--- config.mk ---
export PLATFORM = sky130hd
export DESIGN_NAME = md5_digest_flat
export DESIGN_NICKNAME = d
export VERILOG_FILES = /design/src/rtl/md5_pkg.sv /design/src/rtl/md5_in_if.sv /design/src/rtl/md5_out_if.sv /design/src/rtl/md5_front.sv /design/src/rtl/md5_fifo.sv /design/src/rtl/md5_back.sv /design/src/rtl/md5_digest.sv /design/src/flat_wrapper.sv
export SDC_FILE = /design/constraint.sdc
export NUM_CORES = 2
export LEC_CHECK = 0
export BUFFER_PORTS_ARGS = -buffer_cell sky130_fd_sc_hd__clkbuf_2
export CAP_MARGIN = 5
export CORE_ASPECT_RATIO = 1.4
export CORE_UTILIZATION = 57
export DETAILED_ROUTE_END_ITERATION = 12
export HOLD_SLACK_MARGIN = 0.05
export PLACE_DENSITY = 0.76
export SLEW_MARGIN = 20
export SYNTH_ARGS = -nofsm -noshare
export SYNTH_HDL_FRONTEND = slang
export SYNTH_HIERARCHICAL = 1
export SYNTH_SLANG_ARGS = --single-unit
export TNS_END_PERCENT = 1
--- constraint.sdc ---
create_clock -name clk -period 19.2 [get_ports clk]
set_input_delay 1.92 -clock clk [delete_from_list [all_inputs] [get_ports clk]]
set_output_delay 1.92 -clock clk [all_outputs]
set_load 0.05 [all_outputs]
--- src/rtl/md5_pkg.sv ---
// md5_pkg: shared types, constants and round functions of the md5 digest block
package md5_pkg;

  localparam int QUEUE_DEPTH = 4;

  localparam logic [31:0] IV_A = 32'h67452301;
  localparam logic [31:0] IV_B = 32'hefcdab89;
  localparam logic [31:0] IV_C = 32'h98badcfe;
  localparam logic [31:0] IV_D = 32'h10325476;

  localparam logic [7:0]  MARKER   = 8'h80;
  localparam logic [3:0]  LEN_POS  = 4'd14;
  localparam logic [5:0]  WORD_BITS = 6'd32;
  localparam logic [5:0]  LAST_RND = 6'd63;

  // one classified word on its way from the front to the back
  typedef struct packed {
    logic [31:0] word;
    logic [5:0]  add_bits;
    logic        last;
    logic        extra;
  } item_t;

  localparam logic [31:0] ROUND_K [64] = '{
    32'hd76aa478, 32'he8c7b756, 32'h242070db, 32'hc1bdceee,
    32'hf57c0faf, 32'h4787c62a, 32'ha8304613, 32'hfd469501,
    32'h698098d8, 32'h8b44f7af, 32'hffff5bb1, 32'h895cd7be,
    32'h6b901122, 32'hfd987193, 32'ha679438e, 32'h49b40821,
    32'hf61e2562, 32'hc040b340, 32'h265e5a51, 32'he9b6c7aa,
    32'hd62f105d, 32'h02441453, 32'hd8a1e681, 32'he7d3fbc8,
    32'h21e1cde6, 32'hc33707d6, 32'hf4d50d87, 32'h455a14ed,
    32'ha9e3e905, 32'hfcefa3f8, 32'h676f02d9, 32'h8d2a4c8a,
    32'hfffa3942, 32'h8771f681, 32'h6d9d6122, 32'hfde5380c,
    32'ha4beea44, 32'h4bdecfa9, 32'hf6bb4b60, 32'hbebfbc70,
    32'h289b7ec6, 32'heaa127fa, 32'hd4ef3085, 32'h04881d05,
    32'hd9d4d039, 32'he6db99e5, 32'h1fa27cf8, 32'hc4ac5665,
    32'hf4292244, 32'h432aff97, 32'hab9423a7, 32'hfc93a039,
    32'h655b59c3, 32'h8f0ccc92, 32'hffeff47d, 32'h85845dd1,
    32'h6fa87e4f, 32'hfe2ce6e0, 32'ha3014314, 32'h4e0811a1,
    32'hf7537e82, 32'hbd3af235, 32'h2ad7d2bb, 32'heb86d391
  };

  function automatic logic [4:0] rot_amt(input logic [5:0] rnd);
    logic [4:0] s;
    case (rnd[5:4])
      2'd0: begin
        case (rnd[1:0])
          2'd0: s = 5'd7;
          2'd1: s = 5'd12;
          2'd2: s = 5'd17;
          default: s = 5'd22;
        endcase
      end
      2'd1: begin
        case (rnd[1:0])
          2'd0: s = 5'd5;
          2'd1: s = 5'd9;
          2'd2: s = 5'd14;
          default: s = 5'd20;
        endcase
      end
      2'd2: begin
        case (rnd[1:0])
          2'd0: s = 5'd4;
          2'd1: s = 5'd11;
          2'd2: s = 5'd16;
          default: s = 5'd23;
        endcase
      end
      default: begin
        case (rnd[1:0])
          2'd0: s = 5'd6;
          2'd1: s = 5'd10;
          2'd2: s = 5'd15;
          default: s = 5'd21;
        endcase
      end
    endcase
    return s;
  endfunction

  // message word used by a round
  function automatic logic [3:0] msg_index(input logic [5:0] rnd);
    logic [3:0] lo;
    logic [3:0] g;
    lo = rnd[3:0];
    case (rnd[5:4])
      2'd0: g = lo;
      2'd1: g = 4'(lo * 4'd5 + 4'd1);
      2'd2: g = 4'(lo * 4'd3 + 4'd5);
      default: g = 4'(lo * 4'd7);
    endcase
    return g;
  endfunction

  function automatic logic [31:0] round_f(input logic [1:0] quarter,
                                          input logic [31:0] b,
                                          input logic [31:0] c,
                                          input logic [31:0] d);
    logic [31:0] f;
    case (quarter)
      2'd0: f = (b & c) | (~b & d);
      2'd1: f = (d & b) | (~d & c);
      2'd2: f = b ^ c ^ d;
      default: f = c ^ (b | ~d);
    endcase
    return f;
  endfunction

  function automatic logic [31:0] rotl32(input logic [31:0] x, input logic [4:0] s);
    logic [63:0] t;
    t = {x, x} << s;
    return t[63:32];
  endfunction

endpackage

--- src/rtl/md5_in_if.sv ---
// md5_in_if: input word channel with valid/ready handshake
interface md5_in_if;
  logic        valid;
  logic        ready;
  logic [31:0] data_word;
  logic [2:0]  valid_bytes;
  logic        last_word;

  modport source(output valid, data_word, valid_bytes, last_word, input ready);
  modport sink(input valid, data_word, valid_bytes, last_word, output ready);
endinterface

--- src/rtl/md5_out_if.sv ---
// md5_out_if: digest result channel with valid/ready handshake
interface md5_out_if;
  logic        valid;
  logic        ready;
  logic [31:0] digest_a;
  logic [31:0] digest_b;
  logic [31:0] digest_c;
  logic [31:0] digest_d;

  modport source(output valid, digest_a, digest_b, digest_c, digest_d, input ready);
  modport sink(input valid, digest_a, digest_b, digest_c, digest_d, output ready);
endinterface

--- src/rtl/md5_front.sv ---
// md5_front: accepts input words, masks and marks the final word, counts its bits
module md5_front (
  md5_in_if.sink          in_ch,
  input  logic            q_full,
  output logic            q_wr,
  output md5_pkg::item_t  q_item
);
  import md5_pkg::*;

  logic [2:0]  count;
  logic [31:0] mask;
  logic [31:0] mark;

  assign in_ch.ready = !q_full;
  assign q_wr        = in_ch.valid && !q_full;

  // byte counts above four read as four
  assign count = (in_ch.valid_bytes > 3'd4) ? 3'd4 : in_ch.valid_bytes;

  always_comb begin
    case (count[1:0])
      2'd0: mask = 32'h0000_0000;
      2'd1: mask = 32'h0000_00ff;
      2'd2: mask = 32'h0000_ffff;
      default: mask = 32'h00ff_ffff;
    endcase
    mark = 32'(MARKER) << {count[1:0], 3'b000};

    q_item.last  = in_ch.last_word;
    q_item.extra = 1'b0;
    if (!in_ch.last_word) begin
      q_item.word     = in_ch.data_word;
      q_item.add_bits = WORD_BITS;
    end else begin
      q_item.add_bits = {count, 3'b000};
      if (count[2]) begin
        // full final word: the marker needs a word of its own
        q_item.word  = in_ch.data_word;
        q_item.extra = 1'b1;
      end else begin
        q_item.word = (in_ch.data_word & mask) | mark;
      end
    end
  end

endmodule

--- src/rtl/md5_fifo.sv ---
// md5_fifo: short queue of classified words between the front and the back
module md5_fifo #(
  parameter int Depth = md5_pkg::QUEUE_DEPTH
) (
  input  logic            clk,
  input  logic            rst_n,
  input  logic            wr_en,
  input  md5_pkg::item_t  wr_item,
  output logic            full,
  input  logic            rd_en,
  output md5_pkg::item_t  rd_item,
  output logic            empty
);
  import md5_pkg::*;

  localparam int PtrW = (Depth > 1) ? $clog2(Depth) : 1;
  localparam int CntW = $clog2(Depth + 1);

  item_t            mem_r [Depth];
  logic [PtrW-1:0]  wptr_r;
  logic [PtrW-1:0]  rptr_r;
  logic [CntW-1:0]  cnt_r;

  assign full    = (cnt_r == CntW'(Depth));
  assign empty   = (cnt_r == '0);
  assign rd_item = mem_r[rptr_r];

  function automatic logic [PtrW-1:0] ptr_inc(input logic [PtrW-1:0] p);
    return (p == PtrW'(Depth - 1)) ? '0 : p + 1'b1;
  endfunction

  always_ff @(posedge clk) begin
    if (wr_en) begin
      mem_r[wptr_r] <= wr_item;
    end
  end

  always_ff @(posedge clk) begin
    if (!rst_n) begin
      wptr_r <= '0;
      rptr_r <= '0;
      cnt_r  <= '0;
    end else begin
      if (wr_en) begin
        wptr_r <= ptr_inc(wptr_r);
      end
      if (rd_en) begin
        rptr_r <= ptr_inc(rptr_r);
      end
      if (wr_en && !rd_en) begin
        cnt_r <= cnt_r + 1'b1;
      end else if (rd_en && !wr_en) begin
        cnt_r <= cnt_r - 1'b1;
      end
    end
  end

  a_cnt_bound: assert property (@(posedge clk) disable iff (!rst_n)
    cnt_r <= CntW'(Depth))
    else $error("queue count beyond depth");

  a_no_overflow: assert property (@(posedge clk) disable iff (!rst_n)
    !(wr_en && full))
    else $error("queue written while full");

  a_no_underflow: assert property (@(posedge clk) disable iff (!rst_n)
    !(rd_en && empty))
    else $error("queue read while empty");

endmodule

--- src/rtl/md5_back.sv ---
// md5_back: block buffer, padding sequencer, round unit and digest register
module md5_back (
  input  logic            clk,
  input  logic            rst_n,
  input  logic            q_valid,
  input  md5_pkg::item_t  q_item,
  output logic            q_pop,
  md5_out_if.source       out_ch
);
  import md5_pkg::*;

  typedef enum logic [7:0] {
    ST_IDLE   = 8'b0000_0001,
    ST_MARK   = 8'b0000_0010,
    ST_PAD    = 8'b0000_0100,
    ST_LEN_LO = 8'b0000_1000,
    ST_LEN_HI = 8'b0001_0000,
    ST_COMP   = 8'b0010_0000,
    ST_ADD    = 8'b0100_0000,
    ST_OUT    = 8'b1000_0000
  } state_t;

  state_t       state_r, state_nxt;
  state_t       ret_r, ret_nxt;
  state_t       after_st;
  logic [3:0]   pos_r;
  logic [63:0]  bits_r, bits_nxt;
  logic [31:0]  chain_r [4];
  logic [31:0]  buf_r [16];
  logic [31:0]  wa_r, wb_r, wc_r, wd_r;
  logic [5:0]   rnd_r;
  logic [31:0]  km_r;
  logic         out_valid_r;
  logic [31:0]  dig_r [4];

  logic         push_en;
  logic [31:0]  push_word;
  logic         wrap;
  logic         out_load;
  logic         chain_add;
  logic [5:0]   kidx;
  logic [31:0]  sum;
  logic [31:0]  new_b;

  // sequencer: one buffer word per cycle unless held (compression, digest wait); compression on every 16th
  always_comb begin
    push_en   = 1'b0;
    push_word = '0;
    after_st  = ST_IDLE;
    q_pop     = 1'b0;
    bits_nxt  = bits_r;
    state_nxt = state_r;
    ret_nxt   = ret_r;
    out_load  = 1'b0;
    chain_add = 1'b0;
    case (state_r)
      ST_IDLE: begin
        if (q_valid) begin
          q_pop     = 1'b1;
          push_en   = 1'b1;
          push_word = q_item.word;
          bits_nxt  = bits_r + 64'(q_item.add_bits);
          if (!q_item.last) begin
            after_st = ST_IDLE;
          end else if (q_item.extra) begin
            after_st = ST_MARK;
          end else begin
            after_st = ST_PAD;
          end
        end
      end
      ST_MARK: begin
        push_en   = 1'b1;
        push_word = 32'(MARKER);
        after_st  = ST_PAD;
      end
      ST_PAD: begin
        if (pos_r == LEN_POS) begin
          state_nxt = ST_LEN_LO;
        end else begin
          push_en  = 1'b1;
          after_st = ST_PAD;
        end
      end
      ST_LEN_LO: begin
        push_en   = 1'b1;
        push_word = bits_r[31:0];
        after_st  = ST_LEN_HI;
      end
      ST_LEN_HI: begin
        push_en   = 1'b1;
        push_word = bits_r[63:32];
        after_st  = ST_OUT;
      end
      ST_COMP: begin
        if (rnd_r == LAST_RND) begin
          state_nxt = ST_ADD;
        end
      end
      ST_ADD: begin
        chain_add = 1'b1;
        state_nxt = ret_r;
      end
      ST_OUT: begin
        if (!out_valid_r || out_ch.ready) begin
          out_load  = 1'b1;
          bits_nxt  = '0;
          state_nxt = ST_IDLE;
        end
      end
      default: begin
        state_nxt = ST_IDLE;
      end
    endcase

    wrap = push_en && (pos_r == 4'hf);
    if (push_en) begin
      if (wrap) begin
        state_nxt = ST_COMP;
        ret_nxt   = after_st;
      end else begin
        state_nxt = after_st;
      end
    end
  end

  // round datapath; constant plus message word for the next round is registered while the current round runs
  assign kidx  = (state_r == ST_COMP) ? rnd_r + 6'd1 : '0;
  assign sum   = round_f(rnd_r[5:4], wb_r, wc_r, wd_r) + wa_r + km_r;
  assign new_b = wb_r + rotl32(sum, rot_amt(rnd_r));

  always_ff @(posedge clk) begin
    if (push_en) begin
      buf_r[pos_r] <= push_word;
    end
    km_r <= ROUND_K[kidx] + buf_r[msg_index(kidx)];
    if (wrap) begin
      wa_r <= chain_r[0];
      wb_r <= chain_r[1];
      wc_r <= chain_r[2];
      wd_r <= chain_r[3];
    end else if (state_r == ST_COMP) begin
      wa_r <= wd_r;
      wd_r <= wc_r;
      wc_r <= wb_r;
      wb_r <= new_b;
    end
    if (out_load) begin
      dig_r <= chain_r;
    end
  end

  always_ff @(posedge clk) begin
    if (!rst_n) begin
      state_r     <= ST_IDLE;
      ret_r       <= ST_IDLE;
      pos_r       <= '0;
      bits_r      <= '0;
      rnd_r       <= '0;
      out_valid_r <= 1'b0;
      chain_r[0]  <= IV_A;
      chain_r[1]  <= IV_B;
      chain_r[2]  <= IV_C;
      chain_r[3]  <= IV_D;
    end else begin
      state_r <= state_nxt;
      ret_r   <= ret_nxt;
      bits_r  <= bits_nxt;
      if (push_en) begin
        pos_r <= pos_r + 4'd1;
      end
      if (wrap) begin
        rnd_r <= '0;
      end else if (state_r == ST_COMP) begin
        rnd_r <= rnd_r + 6'd1;
      end
      if (chain_add) begin
        chain_r[0] <= chain_r[0] + wa_r;
        chain_r[1] <= chain_r[1] + wb_r;
        chain_r[2] <= chain_r[2] + wc_r;
        chain_r[3] <= chain_r[3] + wd_r;
      end else if (out_load) begin
        chain_r[0] <= IV_A;
        chain_r[1] <= IV_B;
        chain_r[2] <= IV_C;
        chain_r[3] <= IV_D;
      end
      if (out_load) begin
        out_valid_r <= 1'b1;
      end else if (out_ch.ready) begin
        out_valid_r <= 1'b0;
      end
    end
  end

  assign out_ch.valid    = out_valid_r;
  assign out_ch.digest_a = dig_r[0];
  assign out_ch.digest_b = dig_r[1];
  assign out_ch.digest_c = dig_r[2];
  assign out_ch.digest_d = dig_r[3];

  a_comp_aligned: assert property (@(posedge clk) disable iff (!rst_n)
    (state_r == ST_COMP || state_r == ST_ADD) |-> pos_r == 4'd0)
    else $error("compression running on a partly filled block");

  a_comp_length: assert property (@(posedge clk) disable iff (!rst_n)
    (state_r == ST_COMP && rnd_r == LAST_RND) |=> state_r == ST_ADD)
    else $error("compression did not finish after the last round");

  a_out_source: assert property (@(posedge clk) disable iff (!rst_n)
    $rose(out_valid_r) |-> $past(state_r == ST_OUT))
    else $error("digest presented outside the output step");

endmodule

--- src/rtl/md5_digest.sv ---
// md5_digest: top level of the streaming md5 message digest
// Streaming MD5 hasher. Message words enter on in_ch as little-endian 32-bit
// words (first byte in bits 7:0); valid_bytes counts only on the word that
// carries last_word, and values above four read as four. A front stage masks
// and marks the final word and drops each word into a small queue of
// QueueDepth entries, so input keeps flowing while the back end is busy until
// the queue fills. The back end writes one word per cycle, when no compression
// or digest wait holds it, into the 16-word block buffer; every sixteenth word
// starts the compression, which uses a single round unit at one round per
// cycle and then folds the result into the chaining words. The back end takes
// no words while a compression runs, so the sustained rate is set by the round
// unit. After the last word the back end pads with the marker, zero words and
// the 64-bit bit length (with a turn-around step before the length, and one or
// two compressions), then loads the digest into the out_ch register and
// returns to the initial chaining values. A waiting digest does not hold up
// the next message's words until that message's own digest is due.
module md5_digest #(
  parameter int QueueDepth = md5_pkg::QUEUE_DEPTH
) (
  input  logic       clk,
  input  logic       rst_n,
  md5_in_if.sink     in_ch,
  md5_out_if.source  out_ch
);
  import md5_pkg::*;

  // front to queue
  logic   q_wr;
  logic   q_full;
  item_t  q_wr_item;

  // queue to back
  logic   q_pop;
  logic   q_empty;
  item_t  q_rd_item;

  md5_front u_front (
    .in_ch  (in_ch),
    .q_full (q_full),
    .q_wr   (q_wr),
    .q_item (q_wr_item)
  );

  md5_fifo #(
    .Depth (QueueDepth)
  ) u_fifo (
    .clk     (clk),
    .rst_n   (rst_n),
    .wr_en   (q_wr),
    .wr_item (q_wr_item),
    .full    (q_full),
    .rd_en   (q_pop),
    .rd_item (q_rd_item),
    .empty   (q_empty)
  );

  // back end takes one queued transfer at a time
  md5_back u_back (
    .clk     (clk),
    .rst_n   (rst_n),
    .q_valid (!q_empty),
    .q_item  (q_rd_item),
    .q_pop   (q_pop),
    .out_ch  (out_ch)
  );

endmodule

--- src/flat_wrapper.sv ---
// flat-port wrapper written by rule: the top's interface ports become plain ports
module md5_digest_flat import md5_pkg::*;
#(
  parameter int QueueDepth = md5_pkg::QUEUE_DEPTH
)
  (clk, rst_n, in_ch_valid, in_ch_data_word, in_ch_valid_bytes, in_ch_last_word, in_ch_ready, out_ch_valid, out_ch_digest_a, out_ch_digest_b, out_ch_digest_c, out_ch_digest_d, out_ch_ready);
  md5_in_if in_ch_i ();
  md5_out_if out_ch_i ();
  input  logic clk;
  input  logic rst_n;
  input wire logic [$bits(in_ch_i.valid)-1:0] in_ch_valid;
  input wire logic [$bits(in_ch_i.data_word)-1:0] in_ch_data_word;
  input wire logic [$bits(in_ch_i.valid_bytes)-1:0] in_ch_valid_bytes;
  input wire logic [$bits(in_ch_i.last_word)-1:0] in_ch_last_word;
  output wire logic [$bits(in_ch_i.ready)-1:0] in_ch_ready;
  output wire logic [$bits(out_ch_i.valid)-1:0] out_ch_valid;
  output wire logic [$bits(out_ch_i.digest_a)-1:0] out_ch_digest_a;
  output wire logic [$bits(out_ch_i.digest_b)-1:0] out_ch_digest_b;
  output wire logic [$bits(out_ch_i.digest_c)-1:0] out_ch_digest_c;
  output wire logic [$bits(out_ch_i.digest_d)-1:0] out_ch_digest_d;
  input wire logic [$bits(out_ch_i.ready)-1:0] out_ch_ready;
  assign in_ch_i.valid = in_ch_valid;
  assign in_ch_i.data_word = in_ch_data_word;
  assign in_ch_i.valid_bytes = in_ch_valid_bytes;
  assign in_ch_i.last_word = in_ch_last_word;
  assign in_ch_ready = in_ch_i.ready;
  assign out_ch_valid = out_ch_i.valid;
  assign out_ch_digest_a = out_ch_i.digest_a;
  assign out_ch_digest_b = out_ch_i.digest_b;
  assign out_ch_digest_c = out_ch_i.digest_c;
  assign out_ch_digest_d = out_ch_i.digest_d;
  assign out_ch_i.ready = out_ch_ready;
  md5_digest #(.QueueDepth(QueueDepth)) u_core (.clk(clk), .rst_n(rst_n), .in_ch(in_ch_i), .out_ch(out_ch_i));
endmodule
-- Word-level counts from Yosys, hierarchy flattened
Memories as Yosys holds them, arrays and structs flattened. A register that Yosys moved wholly into a read port is not among the register bits.
Index checks and enable logic that the tools add are counted.
- output and inout bits: 130
- memory bits (writable): 672
- flip-flop bits (word level): 514
- ROM bits: 2048
- memories: 3
- bitwise operators: 16
- $lt $le $gt $ge: 2
- muxes and demuxes: 61
- $mul: 3
- reductions and logical operators: 25
- shift operators: 2
- equal/unequal tests: 28
- add/subtract/negate cells: 17
- memories (memory ; depth ; bits a word ; rd ports ; clocked after Yosys merged registers in ; write ports ; RTL line ; RTL):
    (name not given) ; 64 ; 32 ; 1 ; 0 ; 0 ; md5_back.sv:136 ; km_r <= ROUND_K[kidx] + buf_r[msg_index(kidx)];
    u_core.u_back.buf_r ; 16 ; 32 ; 1 ; 0 ; 1 ; md5_back.sv:29 ; logic [31:0] buf_r [16];
    u_core.u_fifo.mem_r ; 4 ; 40 ; 1 ; 1 ; 1 ; md5_fifo.sv:19 ; item_t mem_r [Depth];
- operators by type and width (cell ; number):
    $mux 32 ; 12
    $add 32x32->32 ; 8
    $mux 128 ; 2
    $and 32x32->32 ; 5
    $mux 64 ; 2
    $or 32x32->32 ; 4
    $pmux 32 s4 ; 1
    $pmux 64 s2 ; 1
    $pmux 32 s3 ; 1
    $xor 32x32->32 ; 3
    $pmux 8 s5 ; 2
    $pmux 5 s3 ; 5
    $pmux 24 s3 ; 1
    $add 64x6->64 ; 1
    $not 32->32 ; 2
    $shl 64x5->64 ; 1
    $mux 8 ; 5
    $mux 38 ; 1
    $shl 8x5->32 const A ; 1
    $mux 3 ; 7
    $mux 1 ; 14
    $eq 2x2->1 const B ; 6
    $pmux 4 s3 ; 1
    $reduce_bool 2->1 ; 5
    other kinds (41) ; 63

-- Logic depth before layout (Yosys ltp)
- depth after elaboration: 10
- mapped depth: 37
- gate-level depth less buffers: 34

-- By module
Netlist, hierarchy kept.
- modules (own cells, without submodules) (module ; instances ; cells an instance ; area an instance (µm²) ; seq. area each (µm²)):
    md5_back ; 1 ; 5920 ; 57704.1 ; 28026.9
    md5_fifo ; 1 ; 253 ; 6274.8 ; 4984.8
    md5_front ; 1 ; 52 ; 380.4 ; 0.0
    md5_digest ; 1 ; 1 ; 3.8 ; 0.0

-- Worst setup path after synthesis
No wires, ideal clock.
- path type: register -> register
- start: reg u_core.u_back.rnd_r[5]
- end: reg u_core.u_back.wb_r[31], data pin
- data arrival time: 7.987 ns
- period minus slack after synthesis: 8.246 ns
- required time: 18.940 ns
- path buffers: 5
- cell stages (with the launch flop): 34
- slack: 10.954 ns
- cells stage by stage: dfxtp_1 clkbuf_1 buf_2 buf_1 clkbuf_1 clkbuf_1 a31oi_1 fa_1 ha_1 fa_1 a211oi_1 o21ai_1 a31oi_4 a21oi_1 a31o_2 a21oi_1 nor3_1 or2_2 mux2_2 mux2i_1 a21oi_1 mux2_2 ha_1 and3_1 and4_1 a21bo_2 a221oi_2 o21ai_0 a21oi_1 nor2b_1 o21ai_0 a21oi_1 xnor3_1 mux2_2
- word-level cells in the longest chain between the ends: 8
- elaborated cells between the ends (all ways): 11
- RTL lines (element ; RTL line ; RTL):
    start: declaration ; md5_back.sv:31 ; logic [5:0] rnd_r;
    start signal: assignment ; md5_back.sv:175 ; rnd_r <= rnd_r + 6'd1;
    $eq 2x2->1 (tied with other cells) ; md5_pkg.sv:45, md5_pkg.sv:101 ;
    $pmux 32 s3 ; md5_pkg.sv:101 ; case (quarter)
    $add 32x32->32 (2 in series) ; md5_back.sv:129 ; assign sum = round_f(rnd_r[5:4], wb_r, wc_r, wd_r) + wa_r + km_r;
    $shl 64x5->64 (*) ; md5_pkg.sv:112 ; t = {x, x} << s;
    $add 32x32->32 (*) ; md5_back.sv:130 ; assign new_b = wb_r + rotl32(sum, rot_amt(rnd_r));
    $mux 32 (*) ; md5_back.sv:142 ; end else if (state_r == ST_COMP) begin
    $mux 32 (*) ; md5_back.sv:137 ; if (wrap) begin
    end signal: assignment ; md5_back.sv:139 ; wb_r <= chain_r[1];
    end signal: assignment ; md5_back.sv:146 ; wb_r <= new_b;
    end: declaration ; md5_back.sv:30 ; logic [31:0] wa_r, wb_r, wc_r, wd_r;
Mark *: on every way between the ends. The rest lies on a longest branch, timed or not. The select of a mux whose other input is x is not followed.
A chain may end at the register's enable or synchronous reset.

-- Final worst setup path
- start: reg u_core.u_back.rnd_r[0]
- end: reg u_core.u_back.km_r[30]
- word-level cells in the longest chain between the ends: 7
- elaborated cells between the ends (all ways): 17
- RTL lines (element ; RTL line ; RTL):
    $add 6x1->6 (*) ; md5_back.sv:128 ; assign kidx = (state_r == ST_COMP) ? rnd_r + 6'd1 : '0;
    $mux 6 (*) ; md5_back.sv:128 ;
    $mul 4x2->4 (tied with other cells) ; md5_pkg.sv:90 ; 2'd2: g = 4'(lo * 4'd3 + 4'd5);
    $add 4x3->4 (tied with other cells) ; md5_pkg.sv:90 ;
    $pmux 4 s3 / $mux 32 (equally long branches) ; md5_pkg.sv:87, md5_back.sv:136 ;
    $mem_v2 16x32 / $mux 32 (equally long branches) ; n/a ;
    $add 32x32->32 (*) ; md5_back.sv:136 ;
    end signal: assignment ; md5_back.sv:136 ;
    end: declaration ; md5_back.sv:32 ; logic [31:0] km_r;
Marked as above.

==> report_table.html <==
<table>
<tr><th>Metric</th><th>Value</th></tr>
<tr><th colspan="2">Status</th></tr>
<tr><td>Result of the run</td><td>complete, no violations</td></tr>
<tr><th colspan="2">Timing</th></tr>
<tr><td>Final hold slack</td><td>479 ps</td></tr>
<tr><td>Hold violation count in the final report</td><td>0</td></tr>
<tr><td>Setup ws final</td><td>8350 ps</td></tr>
<tr><td>Unrepaired setup endpoints after global routing</td><td>false</td></tr>
<tr><td>Slew @ Worst Pin</td><td>1270 ps</td></tr>
<tr><td>Setup TNS</td><td>0 ps</td></tr>
<tr><td>Final Setup Violations</td><td>0</td></tr>
<tr><td>Ratio of final minimum period to clock period</td><td>56.5%</td></tr>
<tr><td>Skew final</td><td>40.0 ps</td></tr>
<tr><td>Final Max Slew Viols</td><td>0</td></tr>
<tr><td>Slew Limit Headroom</td><td>14.7%</td></tr>
<tr><td>Minimum clock period after layout</td><td>10850 ps</td></tr>
<tr><td>Highest attainable clock frequency</td><td>92.2 MHz</td></tr>
<tr><th colspan="2">Layout</th></tr>
<tr><td>Share of layout cells above drive strength 1</td><td>9.51%</td></tr>
<tr><td>Total area of sequential cells</td><td>0.0330 mm²</td></tr>
<tr><td># fillers</td><td>8877</td></tr>
<tr><td>Core occupancy in the finished layout</td><td>63.0%</td></tr>
<tr><td>Total number of nets in the final design</td><td>6608</td></tr>
<tr><td>Area used by multi-input combinational logic</td><td>0.0296 mm²</td></tr>
<tr><td>Area Growth Syn to Fin</td><td>9.39%</td></tr>
<tr><th colspan="2">Synthesis</th></tr>
<tr><td>Area of the mapped netlist</td><td>0.0644 mm²</td></tr>
<tr><td>Share of Yosys cell area claimed by the top area cell type</td><td>43.3%</td></tr>
<tr><td>Library cells used by synthesis</td><td>107</td></tr>
<tr><td>Share of synthesized area spent on multiplexers</td><td>2.90%</td></tr>
<tr><td>Area share of and/or/nand/nor cells after synthesis</td><td>15.3%</td></tr>
<tr><td>Count of warnings emitted by yosys</td><td>6</td></tr>
<tr><td>Xor-xnor portion of the synthesized cell area</td><td>3.84%</td></tr>
<tr><td>Sequential fraction of the synthesis area</td><td>51.3%</td></tr>
<tr><td>Synthesized instance count</td><td>6226</td></tr>
<tr><td>Average cell area after synthesis</td><td>10.3 µm²</td></tr>
<tr><td>Library cell with the highest instance count after synthesis</td><td>sky130_fd_sc_hd__nand2_1</td></tr>
<tr><td>Async set-or-reset flop fraction in the synthesized netlist</td><td>0%</td></tr>
<tr><td>List of most frequent post-synthesis cells</td><td>977 x sky130_fd_sc_hd__nand2_1, 928 x sky130_fd_sc_hd__edfxtp_1, 468 x sky130_fd_sc_hd__a21oi_1</td></tr>
<tr><td>Combinational family with the most area after synthesis</td><td>compound AO/OA/AOI/OAI gates</td></tr>
<tr><td>Top_reg_cell synth</td><td>sky130_fd_sc_hd__edfxtp_1</td></tr>
<tr><td>Synth Area in Adders</td><td>6.73%</td></tr>
<tr><td>Synthesized-area fraction occupied by ao, oa, aoi and oai cells</td><td>16.9%</td></tr>
<tr><td>Post-synth EDFFs</td><td>928</td></tr>
<tr><td>Cell types occupying the most area after synthesis</td><td>sky130_fd_sc_hd__edfxtp_1 43%, sky130_fd_sc_hd__dfxtp_1 8.0%, sky130_fd_sc_hd__nand2_1 5.7%</td></tr>
<tr><td>Flip-flop and latch count after synthesis</td><td>1185</td></tr>
<tr><td>Cell type with the highest aggregate area in the netlist</td><td>sky130_fd_sc_hd__edfxtp_1</td></tr>
<tr><th colspan="2">Clock network</th></tr>
<tr><td>Count of H-tree levels built during CTS</td><td>3</td></tr>
<tr><td>Post-CTS Setup Bufs</td><td>0</td></tr>
<tr><td>CTS Root Cell</td><td>sky130_fd_sc_hd__clkbuf_16</td></tr>
<tr><td>Number of buffers added by the clock tree synthesis step</td><td>111</td></tr>
<tr><td>Clock-pin slew on the worst setup and hold paths</td><td>70 ps</td></tr>
<tr><td>Clock tree from TritonCTS</td><td>done</td></tr>
<tr><td>CTS sink cnt</td><td>1185</td></tr>
<tr><td>Maximum number of buffers from clock root to sink</td><td>3</td></tr>
<tr><td>Post-cts sizing count</td><td>0</td></tr>
<tr><td>Clock Latency Late Sink</td><td>740 ps</td></tr>
<tr><td>CTS hold repair buffers</td><td>0</td></tr>
<tr><th colspan="2">Detailed routing</th></tr>
<tr><td>Total number of vias</td><td>50800</td></tr>
<tr><td>Final ANT Viol Nets</td><td>0</td></tr>
<tr><td>Wire length after detailed routing</td><td>194 mm</td></tr>
<tr><td>Residual DRC</td><td>0</td></tr>
<tr><td>Via density per instance</td><td>6.50</td></tr>
<tr><td>Detailed Routing Iterations Pass 1</td><td>6</td></tr>
<tr><td>Violation count after the first detailed-route iteration</td><td>5575</td></tr>
<tr><td>Final routed wire length divided by cell count</td><td>24.8 µm</td></tr>
<tr><th colspan="2">Critical path</th></tr>
<tr><td>Kind of end point of the critical path</td><td>register</td></tr>
<tr><td>Critical Path Source Type</td><td>register</td></tr>
<tr><td>Largest fanout on the critical path</td><td>129</td></tr>
<tr><td>Worst Path Arrival</td><td>11480 ps</td></tr>
<tr><td>Worst Setup Path Type</td><td>reg2reg</td></tr>
<tr><td>Data required time of the worst path</td><td>19830 ps</td></tr>
<tr><th colspan="2">Global routing</th></tr>
<tr><td>GR Util met2</td><td>57.9%</td></tr>
<tr><td>Number of global-route vias before repair</td><td>48200</td></tr>
<tr><td>Wire length of the first global-routing pass</td><td>290 mm</td></tr>
<tr><td>Pin count of the biggest net entering global routing</td><td>147</td></tr>
<tr><td>Global-route congestion overflow total</td><td>0</td></tr>
<tr><td>Layer with the highest usage after global routing</td><td>met2</td></tr>
<tr><td>Met3 capacity usage during global routing</td><td>3.76%</td></tr>
<tr><td>Met1 usage</td><td>40.2%</td></tr>
<tr><td>Global-route usage over all layers</td><td>33.5%</td></tr>
<tr><td>Initial antenna violation count</td><td>3</td></tr>
<tr><th colspan="2">Floorplanning</th></tr>
<tr><td>Area enclosed by the die boundary</td><td>0.114 mm²</td></tr>
<tr><td>Overall die height</td><td>400 µm</td></tr>
<tr><td>Initial cell density of the core</td><td>57.6%</td></tr>
<tr><td>Width of the die</td><td>286 µm</td></tr>
<tr><td>Core area</td><td>0.112 mm²</td></tr>
<tr><td>Core Rows</td><td>145</td></tr>
<tr><td>Number of top-level pins</td><td>170</td></tr>
<tr><th colspan="2">Power</th></tr>
<tr><td>Power density over cell area</td><td>127 mW/mm²</td></tr>
<tr><td>Power after layout</td><td>8.96 mW</td></tr>
<tr><td>Maximum vdd drop</td><td>0.114 mV</td></tr>
<tr><td>LEAKAGE</td><td>26.4 nW</td></tr>
<tr><th colspan="2">Place</th></tr>
<tr><td>Routability Congestion</td><td>0.987</td></tr>
<tr><td># port buffers</td><td>169</td></tr>
<tr><td>Worst setup slack after placement</td><td>8660 ps</td></tr>
<tr><td>Post-DP HPWL</td><td>128 mm</td></tr>
<tr><th colspan="2">Flow run</th></tr>
<tr><td>Max-cap violations</td><td>0</td></tr>
<tr><th colspan="2">Min path</th></tr>
<tr><td>Kind of path behind the tightest hold check</td><td>reg2reg</td></tr>
</table>
## cells in the final DEF (no fill, tap or decap), drive strengths merged, types with 35 or more instances in the layout
cell / count
and2: 46
clkinv: 44
dfxtp: 257
mux4: 43
inv: 137
o211ai: 41
a311oi: 70
o21ai: 339
ha: 274
nor3: 174
a21oi: 469
nand2b: 36
a21boi: 35
nand2: 977
edfxtp: 928
fa: 45
xnor2: 161
nor3b: 37
nor2: 378
o21a: 37
o22ai: 36
nor2b: 79
or3: 40
a21o: 95
a31oi: 132
xor2: 118
buf: 103
mux2i: 72
and3: 174
nand3: 115
clkbuf: 297
a211oi: 205
## registers in the layout (all words and copies together), names as in the netlist, 2 cells and up, named ones only
register and flops:
u_core/u_back/wd_r 32, u_core/u_back/ret_r 5, u_core/u_back/wc_r 32, u_core/u_back/rnd_r 6, u_core/u_back/km_r 32, u_core/u_back/state_r 8, u_core/u_back/buf_r 512, u_core/u_back/out_ch.digest_a 32
u_core/u_back/bits_r 64, u_core/u_back/out_ch.digest_b 32, u_core/u_fifo/wptr_r 2, u_core/u_back/out_ch.digest_d 32, u_core/u_fifo/cnt_r 3, u_core/u_back/wb_r 32, u_core/u_back/out_ch.digest_c 32, u_core/u_back/pos_r 4
u_core/u_back/chain_r 128, u_core/u_back/wa_r 32, u_core/u_fifo/rptr_r 2, u_core/u_fifo/mem_r 160
## final timing paths
| path | endpoint | start | cells past startpoint | slack [ps] |
|---|---|---|---|---|
| worst min-delay path | u_core/u_back/ret_r[7]$_SDFFE_PN0P_ | u_core/u_back/ret_r[7]$_SDFFE_PN0P_ | 2 | 480 |
| worst max register to register | u_core/u_back/km_r[30]$_DFF_P_ | u_core/u_back/rnd_r[0]$_SDFFE_PP0N_ | 26 | 8350 |
| worst min register to register | u_core/u_back/ret_r[7]$_SDFFE_PN0P_ | u_core/u_back/ret_r[7]$_SDFFE_PN0P_ | 2 | 480 |
| worst max-delay path | u_core/u_back/km_r[30]$_DFF_P_ | u_core/u_back/rnd_r[0]$_SDFFE_PP0N_ | 26 | 8350 |
## area by class of cell
cell class / instances / share of cell area, %
Antenna cell: 2 / 0.00711
Clock buffer: 129 / 4.10
Clock inverter: 79 / 1.32
Inverter: 125 / 0.681
Multi-Input combinational cell: 4555 / 42.1
Sequential cell: 1185 / 46.9
Tap cell: 1470 / 2.61
Timing Repair Buffer: 271 / 2.32
## where the power goes
group	total, mW	internal (mW)	switching [mW]
clock network	2.30	1.29	1.01
logic	3.37	1.24	2.14
registers	3.29	3.22	0.0735
## worst max-delay path, stage by stage (launching register included)
cell	delay (ps)
sky130_fd_sc_hd__dfxtp_1	860
sky130_fd_sc_hd__inv_1	420
sky130_fd_sc_hd__ha_1	840
sky130_fd_sc_hd__inv_1	320
sky130_fd_sc_hd__nor2_1	200
sky130_fd_sc_hd__inv_1	330
sky130_fd_sc_hd__ha_1	980
sky130_fd_sc_hd__inv_1	520
sky130_fd_sc_hd__o21ai_4	290
sky130_fd_sc_hd__buf_12	450
sky130_fd_sc_hd__and2_4	500
sky130_fd_sc_hd__buf_4	580
sky130_fd_sc_hd__buf_4	660
sky130_fd_sc_hd__nand2_1	110
sky130_fd_sc_hd__a311oi_1	300
sky130_fd_sc_hd__a211oi_1	100
sky130_fd_sc_hd__a21oi_1	520
sky130_fd_sc_hd__ha_1	400
sky130_fd_sc_hd__a21oi_1	280
sky130_fd_sc_hd__nand2_1	100
sky130_fd_sc_hd__o311ai_0	670
sky130_fd_sc_hd__a31oi_1	270
sky130_fd_sc_hd__a21oi_1	230
sky130_fd_sc_hd__a21oi_1	120
sky130_fd_sc_hd__a21o_1	200
sky130_fd_sc_hd__a21oi_1	170
sky130_fd_sc_hd__xnor2_1	130
## kinds of logic after synthesis
logic type,count (synthesis)
compound gates,1686
flops,1185
simple gates,2136
mux,131
xor+xnor,280
fa+ha+maj,319
buf+inv,488
other cells,1
## stage by stage
step | cell area (µm²) | cells
final | 70400 | 7816
after global routing | 70400 | 7814
after CTS | 70400 | 7814
after detailed placement | 66600 | 7606
after global placement | 66600 | 7603
after floorplan | 64400 | 6228
## layer usage
| layer | share of wire, % | routed length (µm) |
|---|---|---|
| met4 | 6.4 | 12500 |
| met2 | 50 | 96000 |
| met3 | 7.3 | 14200 |
| met1 | 37 | 71000 |
| met5 | 0.012 | 23 |
(Power assumes the default switching activity.)
